--- src/sv/sd_spi_command_engine_macros.svh ---
// ----------------------------------------------------------------------------
// SD SPI command engine assertion macros
// Shared concurrent assertion forms; they compile away for synthesis.
// ----------------------------------------------------------------------------
`ifndef SD_SPI_COMMAND_ENGINE_MACROS_SVH
`define SD_SPI_COMMAND_ENGINE_MACROS_SVH

`ifndef SYNTHESIS
// Same-cycle implication, disabled while reset is asserted.
`define SDSCE_ASSERT_IMP(lbl, clk, rst_n, ante, cons, msg) \
  lbl: assert property (@(posedge clk) disable iff (!rst_n) (ante) |-> (cons)) \
    else $error(msg);
// Next-cycle implication, disabled while reset is asserted.
`define SDSCE_ASSERT_NXT(lbl, clk, rst_n, ante, cons, msg) \
  lbl: assert property (@(posedge clk) disable iff (!rst_n) (ante) |=> (cons)) \
    else $error(msg);
`else
`define SDSCE_ASSERT_IMP(lbl, clk, rst_n, ante, cons, msg)
`define SDSCE_ASSERT_NXT(lbl, clk, rst_n, ante, cons, msg)
`endif

`endif

--- src/sv/sdsce_pkg.sv ---
// ----------------------------------------------------------------------------
// SD SPI command engine package
// Transaction types, protocol constants and the command frame builder.
// ----------------------------------------------------------------------------
`timescale 1ns / 1ps

package sdsce_pkg;

  localparam logic       OP_START = 1'b0;

  localparam logic [2:0] RT_R1      = 3'd0;
  localparam logic [2:0] RT_R1B     = 3'd1;
  localparam logic [2:0] RT_R2      = 3'd2;
  localparam logic [2:0] RT_R5      = 3'd3;
  localparam logic [2:0] RT_R3      = 3'd4;
  localparam logic [2:0] RT_R4      = 3'd5;
  localparam logic [2:0] RT_R7      = 3'd6;
  localparam logic [2:0] RT_R1_DATA = 3'd7;

  localparam logic [7:0] CMD_TX_BIT = 8'h40;
  localparam logic [7:0] CRC_CMD0   = 8'h95;
  localparam logic [7:0] CRC_CMD8   = 8'h87;
  localparam logic [7:0] CRC_NONE   = 8'h00;
  localparam logic [7:0] BYTE_IDLE  = 8'hFF;
  localparam logic [7:0] BYTE_BUSY  = 8'h00;
  localparam logic [7:0] TOKEN_DATA = 8'hFE;

  localparam logic [5:0] CMD_GO_IDLE      = 6'd0;
  localparam logic [5:0] CMD_SEND_IF_COND = 6'd8;

  localparam logic [7:0] ATTEMPTS_RESET = 8'd10;
  localparam int         STATUS_BYTES   = 16;

  typedef struct packed {
    logic        opcode;
    logic [5:0]  cmd_index;
    logic [31:0] cmd_arg;
    logic [2:0]  resp_type;
    logic [7:0]  rx_byte;
  } item_t;

  typedef struct packed {
    logic        tx_valid;
    logic [7:0]  tx_byte;
    logic        done_res;
    logic [31:0] resp_word0;
    logic [31:0] resp_word1;
    logic [31:0] resp_word2;
    logic [31:0] resp_word3;
  } result_t;

  // Byte k of the six-byte command frame.
  function automatic logic [7:0] frame_byte(logic [5:0] idx, logic [31:0] arg,
                                            logic [2:0] k);
    logic [7:0] b;
    unique case (k)
      3'd0: b = {2'b00, idx} | CMD_TX_BIT;
      3'd1: b = arg[31:24];
      3'd2: b = arg[23:16];
      3'd3: b = arg[15:8];
      3'd4: b = arg[7:0];
      default: begin
        if (idx == CMD_GO_IDLE) begin
          b = CRC_CMD0;
        end else if (idx == CMD_SEND_IF_COND) begin
          b = CRC_CMD8;
        end else begin
          b = CRC_NONE;
        end
      end
    endcase
    return b;
  endfunction

endpackage

--- src/sv/sdsce_in_if.sv ---
// ----------------------------------------------------------------------------
// SD SPI command engine input channel
// Valid/ready channel carrying one command start or one received byte.
// ----------------------------------------------------------------------------
`timescale 1ns / 1ps

interface sdsce_in_if;
  logic        valid;
  logic        ready;
  logic        opcode;
  logic [5:0]  cmd_index;
  logic [31:0] cmd_arg;
  logic [2:0]  resp_type;
  logic [7:0]  rx_byte;

  modport source (output valid, output opcode, output cmd_index, output cmd_arg,
                  output resp_type, output rx_byte, input ready);
  modport sink   (input valid, input opcode, input cmd_index, input cmd_arg,
                  input resp_type, input rx_byte, output ready);
endinterface

--- src/sv/sdsce_out_if.sv ---
// ----------------------------------------------------------------------------
// SD SPI command engine result channel
// Valid/ready channel carrying the next link byte and the response words.
// ----------------------------------------------------------------------------
`timescale 1ns / 1ps

interface sdsce_out_if;
  logic        valid;
  logic        ready;
  logic        tx_valid;
  logic [7:0]  tx_byte;
  logic        done_res;
  logic [31:0] resp_word0;
  logic [31:0] resp_word1;
  logic [31:0] resp_word2;
  logic [31:0] resp_word3;

  modport source (output valid, output tx_valid, output tx_byte, output done_res,
                  output resp_word0, output resp_word1, output resp_word2,
                  output resp_word3, input ready);
  modport sink   (input valid, input tx_valid, input tx_byte, input done_res,
                  input resp_word0, input resp_word1, input resp_word2,
                  input resp_word3, output ready);
endinterface

--- src/sv/sd_spi_command_engine.sv ---
// ----------------------------------------------------------------------------
// SD SPI command engine
// SPI-mode SD command sequencer: frames a command and collects its response.
// ----------------------------------------------------------------------------
//
//   Channel   Direction  Handshake       Carries
//   in_ch     in         valid/ready     command start or one received byte
//   out_ch    out        valid/ready     next link byte, done, response words
//   cfg_*     in         write enable    response attempt count
//
// One transaction is accepted per cycle while out_ch is not stalled. The
// sequencer step runs between the input register and the result register;
// a result is loaded into the result register as its input leaves the input
// register. Reset is synchronous and active low; valid flags and sequencer
// state clear with no clearing pass, and the attempt count returns to ten.
// When out_ch is stalled the result register holds. An empty input register
// still takes one more transaction; once it is full, in_ch.ready follows
// out_ch.ready in the same cycle.
// ----------------------------------------------------------------------------
`timescale 1ns / 1ps

module sd_spi_command_engine (
  input  logic             clk,
  input  logic             rst_n,
  sdsce_in_if.sink         in_ch,
  sdsce_out_if.source      out_ch,
  input  logic             cfg_we,
  input  logic [7:0]       cfg_wdata
);
  import sdsce_pkg::*;

  item_t   in_item;
  item_t   stage_item;
  result_t step_res;
  result_t out_res;
  logic    stage_fire;
  logic    out_can_load;

  // Gather the input transaction fields into one word.
  assign in_item.opcode    = in_ch.opcode;
  assign in_item.cmd_index = in_ch.cmd_index;
  assign in_item.cmd_arg   = in_ch.cmd_arg;
  assign in_item.resp_type = in_ch.resp_type;
  assign in_item.rx_byte   = in_ch.rx_byte;

  // Input register: it advances whenever the result register can take the
  // sequencer's answer, so the two sides never wait on each other needlessly.
  sdsce_in_stage u_in (
    .clk        (clk),
    .rst_n      (rst_n),
    .in_valid   (in_ch.valid),
    .in_ready   (in_ch.ready),
    .in_item    (in_item),
    .down_ready (out_can_load),
    .fire       (stage_fire),
    .item       (stage_item)
  );

  // Sequencer: the command state is updated exactly when a transaction moves
  // from the input register to the result register.
  sdsce_step u_step (
    .clk       (clk),
    .rst_n     (rst_n),
    .fire      (stage_fire),
    .item      (stage_item),
    .cfg_we    (cfg_we),
    .cfg_wdata (cfg_wdata),
    .res       (step_res)
  );

  // Result register.
  sdsce_out_stage u_out (
    .clk       (clk),
    .rst_n     (rst_n),
    .load      (stage_fire),
    .load_res  (step_res),
    .can_load  (out_can_load),
    .out_valid (out_ch.valid),
    .out_ready (out_ch.ready),
    .out_res   (out_res)
  );

  assign out_ch.tx_valid   = out_res.tx_valid;
  assign out_ch.tx_byte    = out_res.tx_byte;
  assign out_ch.done_res   = out_res.done_res;
  assign out_ch.resp_word0 = out_res.resp_word0;
  assign out_ch.resp_word1 = out_res.resp_word1;
  assign out_ch.resp_word2 = out_res.resp_word2;
  assign out_ch.resp_word3 = out_res.resp_word3;

endmodule

--- src/sv/sdsce_in_stage.sv ---
// ----------------------------------------------------------------------------
// SD SPI command engine input register
// Holds one accepted transaction until the sequencer consumes it.
// ----------------------------------------------------------------------------
`timescale 1ns / 1ps

module sdsce_in_stage (
  input  logic            clk,
  input  logic            rst_n,
  input  logic            in_valid,
  output logic            in_ready,
  input  sdsce_pkg::item_t in_item,
  input  logic            down_ready,
  output logic            fire,
  output sdsce_pkg::item_t item
);
  import sdsce_pkg::*;

  logic  valid_r;
  item_t item_r;

  // The register frees up in the same cycle that its content moves on.
  assign fire     = valid_r && down_ready;
  assign in_ready = !valid_r || down_ready;
  assign item     = item_r;

  always_ff @(posedge clk) begin
    if (!rst_n) begin
      valid_r <= 1'b0;
    end else if (in_ready) begin
      valid_r <= in_valid;
    end
    if (in_valid && in_ready) begin
      item_r <= in_item;
    end
  end

endmodule

--- src/sv/sdsce_step.sv ---
// ----------------------------------------------------------------------------
// SD SPI command engine sequencer
// Command state, status bytes and the per-transaction next-byte logic.
// ----------------------------------------------------------------------------
`timescale 1ns / 1ps
`include "sd_spi_command_engine_macros.svh"

module sdsce_step (
  input  logic              clk,
  input  logic              rst_n,
  input  logic              fire,
  input  sdsce_pkg::item_t   item,
  input  logic              cfg_we,
  input  logic [7:0]        cfg_wdata,
  output sdsce_pkg::result_t res
);
  import sdsce_pkg::*;

  typedef enum logic [3:0] {
    PH_IDLE, PH_READY, PH_SEND, PH_R1, PH_BUSY, PH_SKIP, PH_TAKE4, PH_WAITFE, PH_TAKE16
  } phase_t;

  phase_t      phase_r, phase_nxt;
  logic [4:0]  count_r, count_nxt;
  logic [7:0]  attempts_r, attempts_nxt;
  logic [7:0]  resp_attempts_r;
  logic [5:0]  index_r, index_nxt;
  logic [31:0] arg_r, arg_nxt;
  logic [2:0]  type_r, type_nxt;
  logic [7:0]  status_r   [STATUS_BYTES];
  logic [7:0]  status_nxt [STATUS_BYTES];

  logic        do_after, do_finish, do_read;
  logic [7:0]  attempts_dec;
  logic [4:0]  count_inc, count_dec;

  assign attempts_dec = attempts_r - 8'd1;
  assign count_inc    = count_r + 5'd1;
  assign count_dec    = count_r - 5'd1;

  always_comb begin
    phase_nxt    = phase_r;
    count_nxt    = count_r;
    attempts_nxt = attempts_r;
    index_nxt    = index_r;
    arg_nxt      = arg_r;
    type_nxt     = type_r;
    status_nxt   = status_r;
    res          = '0;
    do_after     = 1'b0;
    do_finish    = 1'b0;
    do_read      = 1'b0;

    if (item.opcode == OP_START) begin
      // A start always aborts whatever command is running.
      index_nxt    = item.cmd_index;
      arg_nxt      = item.cmd_arg;
      type_nxt     = item.resp_type;
      for (int i = 0; i < STATUS_BYTES; i++) begin
        status_nxt[i] = '0;
      end
      phase_nxt    = PH_READY;
      count_nxt    = '0;
      attempts_nxt = '0;
      do_read      = 1'b1;
    end else begin
      unique case (phase_r)
        PH_READY: begin
          if (item.rx_byte != BYTE_IDLE) begin
            do_read = 1'b1;
          end else begin
            phase_nxt    = PH_SEND;
            count_nxt    = 5'd1;
            res.tx_valid = 1'b1;
            res.tx_byte  = frame_byte(index_r, arg_r, 3'd0);
          end
        end
        PH_SEND: begin
          if (count_r < 5'd6) begin
            res.tx_valid = 1'b1;
            res.tx_byte  = frame_byte(index_r, arg_r, count_r[2:0]);
            count_nxt    = count_inc;
          end else begin
            phase_nxt    = PH_R1;
            count_nxt    = '0;
            attempts_nxt = resp_attempts_r;
            do_read      = 1'b1;
          end
        end
        PH_R1: begin
          status_nxt[15] = item.rx_byte;
          if (item.rx_byte == BYTE_IDLE) begin
            // A zero setting wraps to 256 reads.
            attempts_nxt = attempts_dec;
            if (attempts_dec != 8'd0) begin
              do_read = 1'b1;
            end else begin
              do_after = 1'b1;
            end
          end else begin
            do_after = 1'b1;
          end
        end
        PH_BUSY: begin
          if (item.rx_byte == BYTE_BUSY) begin
            do_read = 1'b1;
          end else begin
            do_finish = 1'b1;
          end
        end
        PH_SKIP: begin
          count_nxt = count_dec;
          if (count_dec == 5'd0) begin
            do_finish = 1'b1;
          end else begin
            do_read = 1'b1;
          end
        end
        PH_TAKE4: begin
          status_nxt[{2'b11, count_r[1:0]}] = item.rx_byte;
          count_nxt = count_inc;
          if (count_inc >= 5'd4) begin
            do_finish = 1'b1;
          end else begin
            do_read = 1'b1;
          end
        end
        PH_WAITFE: begin
          if (item.rx_byte == TOKEN_DATA) begin
            phase_nxt = PH_TAKE16;
            count_nxt = '0;
          end
          do_read = 1'b1;
        end
        PH_TAKE16: begin
          status_nxt[count_r[3:0]] = item.rx_byte;
          count_nxt = count_inc;
          if (count_inc >= 5'd16) begin
            // Two CRC bytes follow the data block.
            phase_nxt = PH_SKIP;
            count_nxt = 5'd2;
          end
          do_read = 1'b1;
        end
        default: begin
          // A received byte with no command running yields an empty result.
          phase_nxt = PH_IDLE;
        end
      endcase
    end

    if (do_after) begin
      unique case (type_r)
        RT_R1B: begin
          phase_nxt = PH_BUSY;
          do_read   = 1'b1;
        end
        RT_R2, RT_R5: begin
          phase_nxt = PH_SKIP;
          count_nxt = 5'd1;
          do_read   = 1'b1;
        end
        RT_R3, RT_R4, RT_R7: begin
          phase_nxt = PH_TAKE4;
          count_nxt = '0;
          do_read   = 1'b1;
        end
        RT_R1_DATA: begin
          phase_nxt = PH_WAITFE;
          do_read   = 1'b1;
        end
        RT_R1: begin
          do_finish = 1'b1;
        end
      endcase
    end

    if (do_read) begin
      res.tx_valid = 1'b1;
      res.tx_byte  = BYTE_IDLE;
    end

    if (do_finish) begin
      phase_nxt      = PH_IDLE;
      count_nxt      = '0;
      res.tx_valid   = 1'b0;
      res.tx_byte    = '0;
      res.done_res   = 1'b1;
      res.resp_word0 = {status_nxt[12], status_nxt[13], status_nxt[14], status_nxt[15]};
      res.resp_word1 = {status_nxt[8], status_nxt[9], status_nxt[10], status_nxt[11]};
      res.resp_word2 = {status_nxt[4], status_nxt[5], status_nxt[6], status_nxt[7]};
      res.resp_word3 = {status_nxt[0], status_nxt[1], status_nxt[2], status_nxt[3]};
    end
  end

  always_ff @(posedge clk) begin
    if (!rst_n) begin
      phase_r         <= PH_IDLE;
      count_r         <= '0;
      attempts_r      <= '0;
      index_r         <= '0;
      arg_r           <= '0;
      type_r          <= '0;
      resp_attempts_r <= ATTEMPTS_RESET;
      for (int i = 0; i < STATUS_BYTES; i++) begin
        status_r[i] <= '0;
      end
    end else begin
      if (cfg_we) begin
        resp_attempts_r <= cfg_wdata;
      end
      if (fire) begin
        phase_r    <= phase_nxt;
        count_r    <= count_nxt;
        attempts_r <= attempts_nxt;
        index_r    <= index_nxt;
        arg_r      <= arg_nxt;
        type_r     <= type_nxt;
        status_r   <= status_nxt;
      end
    end
  end

  `SDSCE_ASSERT_IMP(a_done_no_tx, clk, rst_n, fire && res.done_res, !res.tx_valid, "done with tx")
  `SDSCE_ASSERT_IMP(a_tx_zero, clk, rst_n, fire && !res.tx_valid, res.tx_byte == 8'd0, "stray tx byte")
  `SDSCE_ASSERT_IMP(a_send_count, clk, rst_n, phase_r == PH_SEND, count_r >= 5'd1 && count_r <= 5'd6, "frame count out of range")
  `SDSCE_ASSERT_NXT(a_start_ready, clk, rst_n, fire && item.opcode == OP_START, phase_r == PH_READY, "start did not poll ready")
  `SDSCE_ASSERT_NXT(a_done_idle, clk, rst_n, fire && res.done_res, phase_r == PH_IDLE && count_r == 5'd0, "done left engine busy")

endmodule

--- src/sv/sdsce_out_stage.sv ---
// ----------------------------------------------------------------------------
// SD SPI command engine result register
// Holds one result transaction until the consumer takes it.
// ----------------------------------------------------------------------------
`timescale 1ns / 1ps

module sdsce_out_stage (
  input  logic               clk,
  input  logic               rst_n,
  input  logic               load,
  input  sdsce_pkg::result_t  load_res,
  output logic               can_load,
  output logic               out_valid,
  input  logic               out_ready,
  output sdsce_pkg::result_t  out_res
);
  import sdsce_pkg::*;

  logic    valid_r;
  result_t res_r;

  assign can_load  = !valid_r || out_ready;
  assign out_valid = valid_r;
  assign out_res   = res_r;

  always_ff @(posedge clk) begin
    if (!rst_n) begin
      valid_r <= 1'b0;
    end else if (can_load) begin
      valid_r <= load;
    end
    if (can_load && load) begin
      res_r <= load_res;
    end
  end

endmodule
--- src/flat_wrapper.sv ---
// flat-port wrapper written by rule: the top's interface ports become plain ports
module sd_spi_command_engine_flat import sdsce_pkg::*;
  (clk, rst_n, cfg_we, cfg_wdata, in_ch_valid, in_ch_opcode, in_ch_cmd_index, in_ch_cmd_arg, in_ch_resp_type, in_ch_rx_byte, in_ch_ready, out_ch_valid, out_ch_tx_valid, out_ch_tx_byte, out_ch_done_res, out_ch_resp_word0, out_ch_resp_word1, out_ch_resp_word2, out_ch_resp_word3, out_ch_ready);
  sdsce_in_if in_ch_i ();
  sdsce_out_if out_ch_i ();
  input  logic clk;
  input  logic rst_n;
  input  logic cfg_we;
  input  logic [7:0] cfg_wdata;
  input wire logic [$bits(in_ch_i.valid)-1:0] in_ch_valid;
  input wire logic [$bits(in_ch_i.opcode)-1:0] in_ch_opcode;
  input wire logic [$bits(in_ch_i.cmd_index)-1:0] in_ch_cmd_index;
  input wire logic [$bits(in_ch_i.cmd_arg)-1:0] in_ch_cmd_arg;
  input wire logic [$bits(in_ch_i.resp_type)-1:0] in_ch_resp_type;
  input wire logic [$bits(in_ch_i.rx_byte)-1:0] in_ch_rx_byte;
  output wire logic [$bits(in_ch_i.ready)-1:0] in_ch_ready;
  output wire logic [$bits(out_ch_i.valid)-1:0] out_ch_valid;
  output wire logic [$bits(out_ch_i.tx_valid)-1:0] out_ch_tx_valid;
  output wire logic [$bits(out_ch_i.tx_byte)-1:0] out_ch_tx_byte;
  output wire logic [$bits(out_ch_i.done_res)-1:0] out_ch_done_res;
  output wire logic [$bits(out_ch_i.resp_word0)-1:0] out_ch_resp_word0;
  output wire logic [$bits(out_ch_i.resp_word1)-1:0] out_ch_resp_word1;
  output wire logic [$bits(out_ch_i.resp_word2)-1:0] out_ch_resp_word2;
  output wire logic [$bits(out_ch_i.resp_word3)-1:0] out_ch_resp_word3;
  input wire logic [$bits(out_ch_i.ready)-1:0] out_ch_ready;
  assign in_ch_i.valid = in_ch_valid;
  assign in_ch_i.opcode = in_ch_opcode;
  assign in_ch_i.cmd_index = in_ch_cmd_index;
  assign in_ch_i.cmd_arg = in_ch_cmd_arg;
  assign in_ch_i.resp_type = in_ch_resp_type;
  assign in_ch_i.rx_byte = in_ch_rx_byte;
  assign in_ch_ready = in_ch_i.ready;
  assign out_ch_valid = out_ch_i.valid;
  assign out_ch_tx_valid = out_ch_i.tx_valid;
  assign out_ch_tx_byte = out_ch_i.tx_byte;
  assign out_ch_done_res = out_ch_i.done_res;
  assign out_ch_resp_word0 = out_ch_i.resp_word0;
  assign out_ch_resp_word1 = out_ch_i.resp_word1;
  assign out_ch_resp_word2 = out_ch_i.resp_word2;
  assign out_ch_resp_word3 = out_ch_i.resp_word3;
  assign out_ch_i.ready = out_ch_ready;
  sd_spi_command_engine u_core (.clk(clk), .rst_n(rst_n), .in_ch(in_ch_i), .out_ch(out_ch_i), .cfg_we(cfg_we), .cfg_wdata(cfg_wdata));
endmodule
--- config.mk ---
export PLATFORM = sky130hd
export DESIGN_NAME = sd_spi_command_engine_flat
export DESIGN_NICKNAME = d
export VERILOG_FILES = /design/src/sv/sdsce_pkg.sv /design/src/sv/sdsce_in_if.sv /design/src/sv/sdsce_out_if.sv /design/src/sv/sd_spi_command_engine.sv /design/src/sv/sdsce_in_stage.sv /design/src/sv/sdsce_step.sv /design/src/sv/sdsce_out_stage.sv /design/src/flat_wrapper.sv
export VERILOG_INCLUDE_DIRS = /design/src /design/src/sv
export SDC_FILE = /design/constraint.sdc
export NUM_CORES = 1
export LEC_CHECK = 0
export BUFFER_PORTS_ARGS = -buffer_cell sky130_fd_sc_hd__buf_2
export CAP_MARGIN = 10
export CORE_MARGIN = 5
export CORE_UTILIZATION = 54
export DETAILED_ROUTE_END_ITERATION = 12
export GPL_TIMING_DRIVEN = 0
export PLACE_DENSITY = 0.78
export SETUP_SLACK_MARGIN = 0.3
export SLEW_MARGIN = 25
export SYNTH_ARGS = -nofsm -noshare
export SYNTH_HDL_FRONTEND = slang
export SYNTH_SLANG_ARGS = --single-unit
--- constraint.sdc ---
create_clock -name clk -period 7.75 [get_ports clk]
set_input_delay 0.775 -clock clk [delete_from_list [all_inputs] [get_ports clk]]
set_output_delay 0.775 -clock clk [all_outputs]
set_load 0.05 [all_outputs]
# Word level (Yosys, flattened, before mapping)

Index checks and enable logic that the tools add are counted.

Register bits after elaboration: 384
Input port bits: 63
Output and inout bits: 140

Add/subtract/negate cells: 3
Magnitude comparators: 7
Eq/ne operators: 26
Muxes and demuxes: 62
Bitwise gates (word level): 3
Reduce and logical (&&, ||, !) cells: 22

Operators with widths:

| cell                 | count |
|---|---|
| $bwmux W128          | 2 |
| $pmux W120 S2        | 1 |
| $mux W129            | 1 |
| $mux W128            | 1 |
| $demux W8 S4         | 2 |
| $mux W8              | 7 |
| $pmux W8 S5          | 1 |
| $mux W9              | 4 |
| $mux W5              | 7 |
| $pmux W5 S6          | 1 |
| $mux W4              | 7 |
| $pmux W8 S3          | 1 |
| $mux W1              | 20 |
| $pmux W4 S5          | 1 |
| $pmux W9 S2          | 1 |
| $eq A4 B3 Y1 const B | 4 |
| $eq A8 B8 Y1 const B | 2 |
| $pmux W4 S4          | 1 |
| $pmux W8 S2          | 1 |
| $eq A3 B3 Y1 const B | 5 |
| $ge A5 B5 Y1 const B | 3 |
| $eq A3 B2 Y1 const B | 4 |
| $lt A5 B1 Y1 const B | 2 |
| $not A4 Y5           | 2 |
| other kinds (30)     | 42 |

# Depth between registers and ports, before layout

Depth after elaboration: 9
Gate-level depth with buffers: 11
Gate-level depth less buffers: 9

# By module

A second synthesis with hierarchy kept.

Cell total of the unflattened synthesis: 1621
Area total of the unflattened synthesis: 16876.2 um^2

By module, submodules not included:

| module          | times used | cells an instance | area an instance (um^2) | sequential area each (um^2) |
|---|---|---|---|---|
| sdsce_step      | 1          | 1422              | 11108.2                 | 3883.7 |
| sdsce_out_stage | 1          | 143               | 4201.5                  | 4164.0 |
| sdsce_in_stage  | 1          | 56                | 1566.5                  | 1521.5 |

# Least setup slack after synthesis

Ideal clock, no wire load.

Kind: input to register
Start point: in out_ch_ready
End point: reg u_core.u_step.status_r[100] (netlist name)
Arrival time: 6442 ps
Required time: 7626 ps
Slack: 1183 ps
Stages on the path: 7
Path buffers: 1
Cell sequence: nor2b_1 nand2b_1 inv_1 clkbuf_1 nand2_1 a22oi_1 nor2b_1

Longest elaborated chain between the ends: 2

Ends and longest elaborated chain:

| what                   | line                        | RTL |
|---|---|---|
| start: declaration     | flat_wrapper.sv:25          | `input wire logic [$bits(out_ch_i.ready)-1:0] out_ch_ready;` |
| $logic_or A1 B1 Y1     | sdsce_out_stage.sv:22       | `assign can_load = !valid_r \|\| out_ready;` |
| $logic_and A1 B1 Y1    | sdsce_in_stage.sv:23        | `assign fire = valid_r && down_ready;` |
| net u_core.stage_fire  | sd_spi_command_engine.sv:36 | `logic stage_fire;` |
| end signal: assignment | sdsce_step.sv:219           | `status_r <= status_nxt;` |
| end: declaration       | sdsce_step.sv:30            | `logic [7:0] status_r [STATUS_BYTES];` |

The timed path passes the listed nets, and every way through them passes these cells.
A chain may end at the register's enable or synchronous reset.

# Worst setup path in the final report

Start point: reg u_core.u_step.count_r[0]
End point: reg u_core.u_out.res_r (netlist bit u_core.u_out.out_res[29]), data pin

Longest elaborated chain between the ends: 8
Elaborated cells on any way between the ends: 26

Ends and longest elaborated chain:

| what                                                  | line                  | RTL |
|---|---|---|
| start: declaration                                    | sdsce_step.sv:24      | `logic [4:0] count_r, count_nxt;` |
| start signal: assignment                              | sdsce_step.sv:214     | `count_r <= count_nxt;` |
| branches (longest 8 deep; another with $add A5 B1 Y5) | -                     |  |
| end signal: assignment                                | sdsce_out_stage.sv:33 | `res_r <= load_res;` |
| end: declaration                                      | sdsce_out_stage.sv:20 | `result_t res_r;` |

Several ways; the timed one is not identified.

==> reports/metrics.cfg <==
[global_route]
overflow=0
antenna_found_initial=1
grtUsageTotal_pct=27.35
grt_pass1_vias=13220
grt_pass1_wl_mm=73.63
grt_max_degree=61

[route]
ant_nets=0
wire_per_inst_um=20.68
first_pass_iters=6
drc=0
drt_iter0_markers=1394
vias_per_cell=6.028
routed_wl_mm=47.91
dr_total_vias=13960

[worst_setup_path]
slowest_delay_ns=0.40
cpMaxStageDelayCell=dfxtp_1
path_cells=clkbuf_1 > inv_1 > ha_1 > ha_1 > nand2_1 > a2111o_1 > a31oi_1 > a32oi_2 > buf_4 > buf_4 > a21oi_1
crit_required_ns=8.07
worstPathArrival_ns=3.85
startpoint_type=flop
cp_max_fo=10
endpoint_kind=flop
worstSetupPathType=flop to flop

[cells_and_area]
n_fill_cell=2435
nNetsFinal=1961
drive_gt1_share_pct=15.94
final_cells=2316
antenna_cells=0
syn2layout_area_growth_pct=17.91

[placement]
portBuffers=200
place.gp.congestion=0.9572
hpwlAfterDp_mm=32.92
placed_cells=2242

[clock_tree]
hold_buffers=0
cts.path.max_buffers=3
clockRootBuffer=clkbuf_16
cts_resized=0
clock-sinks=384
htree_levels=2
path_clk_slew_ns=0.06
tritoncts=yes
post-cts-setup-buffers=0
cts_buffers=40
clkLatencyLatePin_ns=0.55

[timing]
setup_viol=0
skew_ns=0.02136
max_freq_mhz=283.8
finalHoldViolCount=0
period_minus_slack_ns=3.523
whs_ns=0.4100
maxSlewHeadroom_pct=35.72
tightest_slew_ns=0.9399
period_share_pct=45.46
rsz0062_at_grt=false
maxSlewViolCount=0

[synthesis]
ys_seq_area_share_pct=57.67
synth.avg_cell_area_um2=10.11
synth-main-ff-cell=dfxtp_1
yosysUniqueCellTypes=71
async_reset_ff_share_pct=0
synth_edf_count=188
synth_warnings=0
syn-num-nets=1715
yosys_register_bits=384
syn_area_um2=16590
synthCells=1642

[floorplanning]
die_h_um=185.3
core_area_um2=30430
num_io_pins=203
fp.dieW_um=185.3
die_area_um2=34330
rows=64
start_util_pct=54.53

[run_status]
outcome=completed

[power]
irDropWorstVdd_mv=0.1843
powerDensity_nw_per_um2=232.3
p_total_mw=4.544
p_leak_nw=6.307

[worst_hold_path]
hp-class=primary input to flop

[flow_run]
cap_violations=0

## cells in the final DEF (no fill, tap or decap), types with 11 or more instances in the layout
master	instances
inv_1	11
buf_2	211
a21boi_0	42
nor2_1	44
nand2_1	269
mux2i_1	18
and2_1	16
nor2b_1	145
a21oi_1	134
nand3_1	133
clkbuf_16	40
buf_1	11
a22oi_1	139
edfxtp_1	188
dfxtp_1	196
buf_4	13
clkbuf_1	107
o21ai_0	19
nor3_1	13
## cells by family (layout without fill, tap and decap cells)
group                    count (synthesis)  after routing  share of synthesized area [%]
flip-flops                             384            384                          57.67
buffers and inverters                  148            426                          3.725
adder cells (fa/ha/maj)                 10             10                         0.7540
XOR/XNOR                                 5              5                         0.2640
AND/OR/NAND/NOR                        664            664                          19.66
multiplexers                            18             18                          1.086
AO/OA/AOI/OAI                          413            413                          16.85
## critical path: cells and delay by family (launching register included)
kind                     cells  cell delay, ns
AND/OR/NAND/NOR              1            0.06
AO/OA/AOI/OAI                4            1.19
flip-flops                   1            0.40
adder cells (fa/ha/maj)      2            0.66
buffers and inverters        4            0.98
## cells in the mapped netlist, drive strengths merged (17+ instances only)
| cell type | instances | area, um2 |
|---|---|---|
| nor2 | 46 | 182.7 |
| nand2 | 269 | 1010 |
| a21boi | 42 | 315.3 |
| nor2b | 145 | 907.1 |
| mux2i | 18 | 180.2 |
| clkbuf | 101 | 379.1 |
| dfxtp | 196 | 3924 |
| a21oi | 135 | 679.4 |
| o21ai | 21 | 105.1 |
| edfxtp | 188 | 5645 |
| nand3 | 134 | 675.7 |
| and2 | 17 | 106.4 |
| a22oi | 139 | 1044 |
| buf | 35 | 193.9 |
## path summary, 6_finish.rpt
check | slack (ns) | endpoint | cells past startpoint | startpoint
setup / recovery | 4.23 | u_core.u_out.out_res[29] | 11 | u_core.u_step.count_r[0]
hold / removal | 0.41 | u_core.u_in.item[11] | 1 | in_ch_cmd_arg[0]
hold reg to reg | 0.47 | u_core.u_step.arg_r[20] | 2 | u_core.u_step.arg_r[20]
setup reg to reg | 4.23 | u_core.u_out.out_res[29] | 11 | u_core.u_step.count_r[0]
## state kept, by name, indices dropped and copies added (netlist names)
register / flops
u_core.u_step.status_r: 128
u_core.u_out.out_valid: 1
u_core.u_step.count_r: 5
u_core.u_step.type_r: 3
u_core.u_step.arg_r: 32
u_core.u_step.index_r: 6
u_core.u_step.attempts_r: 8
u_core.u_out.out_res: 138
u_core.u_step.resp_attempts_r: 8
u_core.u_in.item: 50
u_core.u_step.phase_r: 4
u_core.u_in.valid_r: 1
## stage by stage
stage	setup WS (ns)	cell area, um2	util [%]	setup TNS, ns
after floorplan	1.183	16590	-	0
after global placement	-1.497	18090	59.45	-82.81
after detailed placement	4.319	18190	59.78	0
after CTS	4.290	19570	64.30	0
after global routing	4.091	19570	64.30	0
final	4.227	19570	64.30	0
## cell type report
class	instances	area, um2	area share (%)
Multi-Input combinational cell	1110	6407	32.75
Buffer	136	576.8	2.948
Sequential cell	384	9569	48.91
Clock buffer	57	1159	5.922
Inverter	12	45.04	0.2302
Timing Repair Buffer	204	1096	5.602
Clock inverter	17	216.5	1.106
Tap cell	396	495.5	2.532
## report_power, final
group	switching (mW)	internal, mW
clock network	0.790	1.18
registers	0.0216	2.19
logic	0.278	0.0825
total	1.09	3.45
## routing by layer
layer / GRT usage (%) / vias to the layer above / wire, um
met1: 36.84 / 6509 / 18660
met2: 43.15 / 855 / 21740
li1: - / 6418 / -
met4: 13.09 / 2 / 2440
met3: 4.811 / 178 / 5039
met5: 0 / - / 20
No activity file was read; power rests on OpenSTA's default activity.
